### src/rtl/tbp_pkg.sv
// ----------------------------------------------------------------------------
// Tournament branch predictor package
// Table geometry, port widths, counter limits and shared types.
// ----------------------------------------------------------------------------
`default_nettype none

package tbp_pkg;

  // Table geometry.
  localparam int GLOBAL_HIST_BITS = 12;
  localparam int LOCAL_HIST_BITS  = 10;
  localparam int LOCAL_IDX_BITS   = 10;
  localparam int LOCAL_ENTRIES    = 1 << LOCAL_IDX_BITS;

  // The global hash takes the upper address bits from this position.
  localparam int PC_HASH_SHIFT = 20;
  localparam int PC_W          = 32;

  // The clearing sweep covers the deepest of the tables.
  localparam int CLR_W =
    (GLOBAL_HIST_BITS > LOCAL_HIST_BITS) ?
      ((GLOBAL_HIST_BITS > LOCAL_IDX_BITS) ? GLOBAL_HIST_BITS : LOCAL_IDX_BITS) :
      ((LOCAL_HIST_BITS > LOCAL_IDX_BITS) ? LOCAL_HIST_BITS : LOCAL_IDX_BITS);

  // Counter widths and limits.
  localparam int LCTR_W = 4;
  localparam int GCTR_W = 2;
  localparam logic [LCTR_W-1:0] LCTR_MAX = 4'd15;
  localparam logic [GCTR_W-1:0] GCTR_MAX = 2'd3;

  // Stream widths.
  localparam int IN_TDATA_W  = 40;
  localparam int OUT_TDATA_W = 8;

  // Result queue.
  localparam int FIFO_DEPTH = 4;
  localparam int FIFO_PTR_W = $clog2(FIFO_DEPTH);
  localparam int FIFO_CNT_W = $clog2(FIFO_DEPTH + 1);

  // Request command codes.
  typedef enum logic {
    CMD_PREDICT = 1'b0,
    CMD_UPDATE  = 1'b1
  } cmd_t;

  // A finished prediction entering the result queue.
  typedef struct packed {
    logic valid;
    logic taken;
  } out_req_t;

endpackage

`default_nettype wire

### src/rtl/tbp_out_fifo.sv
// ----------------------------------------------------------------------------
// Result queue
// Small queue between the predictor pipeline and the output stream. The
// pipeline never stalls; the top level admits a request only while a slot is
// reserved for its result.
// ----------------------------------------------------------------------------
`default_nettype none

module tbp_out_fifo
  import tbp_pkg::*;
(
  input  logic                  clk,
  input  logic                  rst,
  input  out_req_t              push,
  output logic [FIFO_CNT_W-1:0] count,
  output logic                  out_valid,
  input  logic                  out_ready,
  output logic                  out_taken
);

  logic                  taken_q [FIFO_DEPTH];
  logic [FIFO_PTR_W-1:0] wr_ptr;
  logic [FIFO_PTR_W-1:0] rd_ptr;
  logic                  pop;

  assign out_valid = (count != '0);
  assign out_taken = taken_q[rd_ptr];
  assign pop       = out_valid & out_ready;

  always_ff @(posedge clk) begin
    if (rst) begin
      wr_ptr <= '0;
      rd_ptr <= '0;
      count  <= '0;
    end else begin
      if (push.valid) begin
        wr_ptr <= wr_ptr + FIFO_PTR_W'(1);
      end
      if (pop) begin
        rd_ptr <= rd_ptr + FIFO_PTR_W'(1);
      end
      case ({push.valid, pop})
        2'b10:   count <= count + FIFO_CNT_W'(1);
        2'b01:   count <= count - FIFO_CNT_W'(1);
        default: count <= count;
      endcase
    end
  end

  always_ff @(posedge clk) begin
    if (push.valid) begin
      taken_q[wr_ptr] <= push.taken;
    end
  end

endmodule

`default_nettype wire

### config.mk
export PLATFORM = sky130hd
export DESIGN_NAME = tbp_out_fifo
export DESIGN_NICKNAME = d
export VERILOG_FILES = /design/src/rtl/tbp_pkg.sv /design/src/rtl/tbp_out_fifo.sv
export SDC_FILE = /design/constraint.sdc
export NUM_CORES = 1
export LEC_CHECK = 0
export BUFFER_PORTS_ARGS = -buffer_cell sky130_fd_sc_hd__buf_4
export CAP_MARGIN = 20
export CORE_MARGIN = 2
export CORE_UTILIZATION = 40
export DETAILED_ROUTE_END_ITERATION = 8
export GPL_TIMING_DRIVEN = 1
export PLACE_DENSITY = 0.66
export SLEW_MARGIN = 30
export SYNTH_ARGS = -nofsm -noshare
export SYNTH_HDL_FRONTEND = slang
export SYNTH_SLANG_ARGS = --single-unit
### constraint.sdc
create_clock -name clk -period 5.4 [get_ports clk]
set_clock_uncertainty 0.1 [all_clocks]
set_input_delay 0.81 -clock clk [delete_from_list [all_inputs] [get_ports clk]]
set_output_delay 0.81 -clock clk [all_outputs]
set_load 0.05 [all_outputs]
==> out/metrics.cfg <==
[sta]
final-hold-violation-count=0
final.min_clock_period_ps=2190
postLayoutSetupSlackWorst_ps=3210
layout_worst_path_cycle_share_pct=40.5
drv_slew=0
fmaxAchievable_ghz=0.457
actual_slew_at_the_worst_max_slew_pin_ps=278
timing.max_slew.rel_slack_pct=81.2
setup_viol=0
final.setup.tns_ps=0
setup_repair_after_global_routing_missed_its_margin=no

[route]
post-route-drc-count=0
final_antenna_net_count=0
detailroute.via_count=367
route.detailed.vias_per_inst=4.65
route.detailed.wl_per_inst_um=10.3
first_iter_violations=11
drt_pass1_iterations=3
totalWireLength_um=812

[cells_and_area]
diodes=0
fraction_of_final_layout_cells_with_drive_strength_greater_than_1_pct=23.4
layout.area.seq_um2=300
fill_cells=116
area_delta_synth_final_pct=18.3
finish.net_count=76
area_of_combinational_cells_with_multiple_inputs_um2=268
finalNonFillerCells=79

[power_and_ir_drop]
worst_ir_drop_vdd_v=0.000256
post-layout-total-power_mw=0.367
p_per_area_nw_per_um2=523
total_leakage_power_nw=0.299

[worst_hold_path]
hold_path.class=reg2reg

[critical_path]
startpoint_type=flip-flop
crit_path_max_fanout=1
crit_arrival_ps=1280
path_class=reg2out
end_kind=output port
worst_ep_required_time_ps=4490

[grt]
globalRouteTotalUtil_pct=11.4
grt_max_degree=9
grt_antenna_before_repair=0
grt_first_pass_wirelength_um=1500
grt-ovfl-total=0
first_global_vias=355

[logic_synthesis]
synth_area_leader_cell=dfxtp_1
synth.avg_cell_area_um2=11.4
netlist_instances=52
post-synth-top-area-fraction_pct=30.3
yosysSeqAreaShare_pct=50.5
synth.yosys.warnings=0
synth.distinct_cells=18
synthesis.area_um2=594
postSynthNetCount=63
synth_area_leaders=dfxtp_1, edfxtp_1, ha_1
ys_ff_latch=13

[clock_tree]
clock_tree.root_cell=clkbuf_4
number_of_cts_inserted_buffers=3
cts_post_setup_buffers_inserted=0
cts_h_tree_depth=1
worstSkewPairLatency_ps=260
post_cts_hold_buffer_count=0
max-clock-path-buffers=2
tritoncts_num_sinks=13
tritoncts=done
cts.reportedPaths.clkPinSlew_ps=70
cts_resized=0

[place]
total_placed_cells_including_tap_cells=75
place_ws_ps=2950
routabilityCongestion=0.719
portBuffers=9

[die]
ioPinCount=10
fp.dieArea_um2=1810
dieHeight_um=42.5
die_extent_in_x_um=42.5
floorplan.core_area_um2=1350
floorplan.initialDensity_pct=44.0
fp-row-count=13

[run]
cap_viol_max_count=0

[outcome]
outcome=finished, final reports clean

==> path summary, 6_finish.rpt <==
path         startpoint        end  slack [ps]  cells after the start
max          taken_q[2]  out_taken        3210                      2
min            count[2]   count[2]         440                      2
max reg2reg    count[0]   count[2]        3390                      7
min reg2reg    count[2]   count[2]         440                      2
==> layer usage <==
metal / up-vias / routed length (um) / track usage (%) / part of all wire, %
met4: 0 / 9 / 5.63 / 1.1
li1: 197 / - / - / -
met1: 160 / 380 / 13.2 / 47
met5: - / 0 / 0 / 0
met2: 8 / 381 / 17.5 / 47
met3: 2 / 40 / 5.17 / 4.9
==> layout make-up <==
class | count | share of cell area [%]
Sequential cell | 13 | 42.7
Multi-Input combinational cell | 32 | 38.1
Timing Repair Buffer | 9 | 9.61
Clock buffer | 4 | 3.74
Inverter | 6 | 3.20
Tap cell | 15 | 2.67
==> where the power goes <==
| group | internal (mW) | switching [mW] | total, mW |
|---|---|---|---|
| registers | 0.120 | 0.0197 | 0.140 |
| logic | 0.0645 | 0.107 | 0.172 |
| clock network | 0.0285 | 0.0270 | 0.0555 |
| total | 0.213 | 0.154 | 0.367 |
==> critical path, stage by stage (launching register included) <==
cell and delay [ps]:
edfxtp_1 360, mux4_2 450, buf_4 200
==> cell usage in the layout, fill, tap and decap left out <==
master,Yosys,final
nor2_1,8,8
dfxtp_1,9,9
a21oi_1,2,2
o21ai_0,1,1
xnor2_1,1,1
o31a_2,1,1
clkbuf_4,0,3
xor2_1,3,3
fa_1,1,1
o311ai_1,1,1
or3_1,2,2
and2_1,4,4
ha_1,5,5
xnor2_2,1,1
clkbuf_1,1,1
edfxtp_1,4,4
inv_1,6,6
mux4_2,1,1
mux2i_1,1,1
buf_4,0,9
==> cell families after synthesis <==
kind of cell	synth area share [%]
XOR/XNOR	8.63
AO/OA/AOI/OAI	5.68
adder cells (fa/ha/maj)	13.9
multiplexers	5.47
flip-flops	50.5
buffers and inverters	4.42
AND/OR/NAND/NOR	11.4
==> stage by stage <==
step           hold WS [ps]  area, um2  utilization, %
6_report                443        703            52.1
4_1_cts                 444        703            52.1
3_3_place_gp            409        677            50.1
3_5_place_dp            419        677            50.1
5_1_grt                 493        703            52.1
2_1_floorplan           385        594               -
==> synthesized netlist by cell type <==
cell type  instances
dfxtp_1            9
ha_1               5
xnor2_2            1
clkbuf_1           1
mux4_2             1
xor2_1             3
o31a_2             1
xnor2_1            1
edfxtp_1           4
and2_1             4
mux2i_1            1
fa_1               1
o311ai_1           1
nor2_1             8
o21ai_0            1
a21oi_1            2
or3_1              2
inv_1              6
Note: power is estimated with default switching activity, not from simulation.
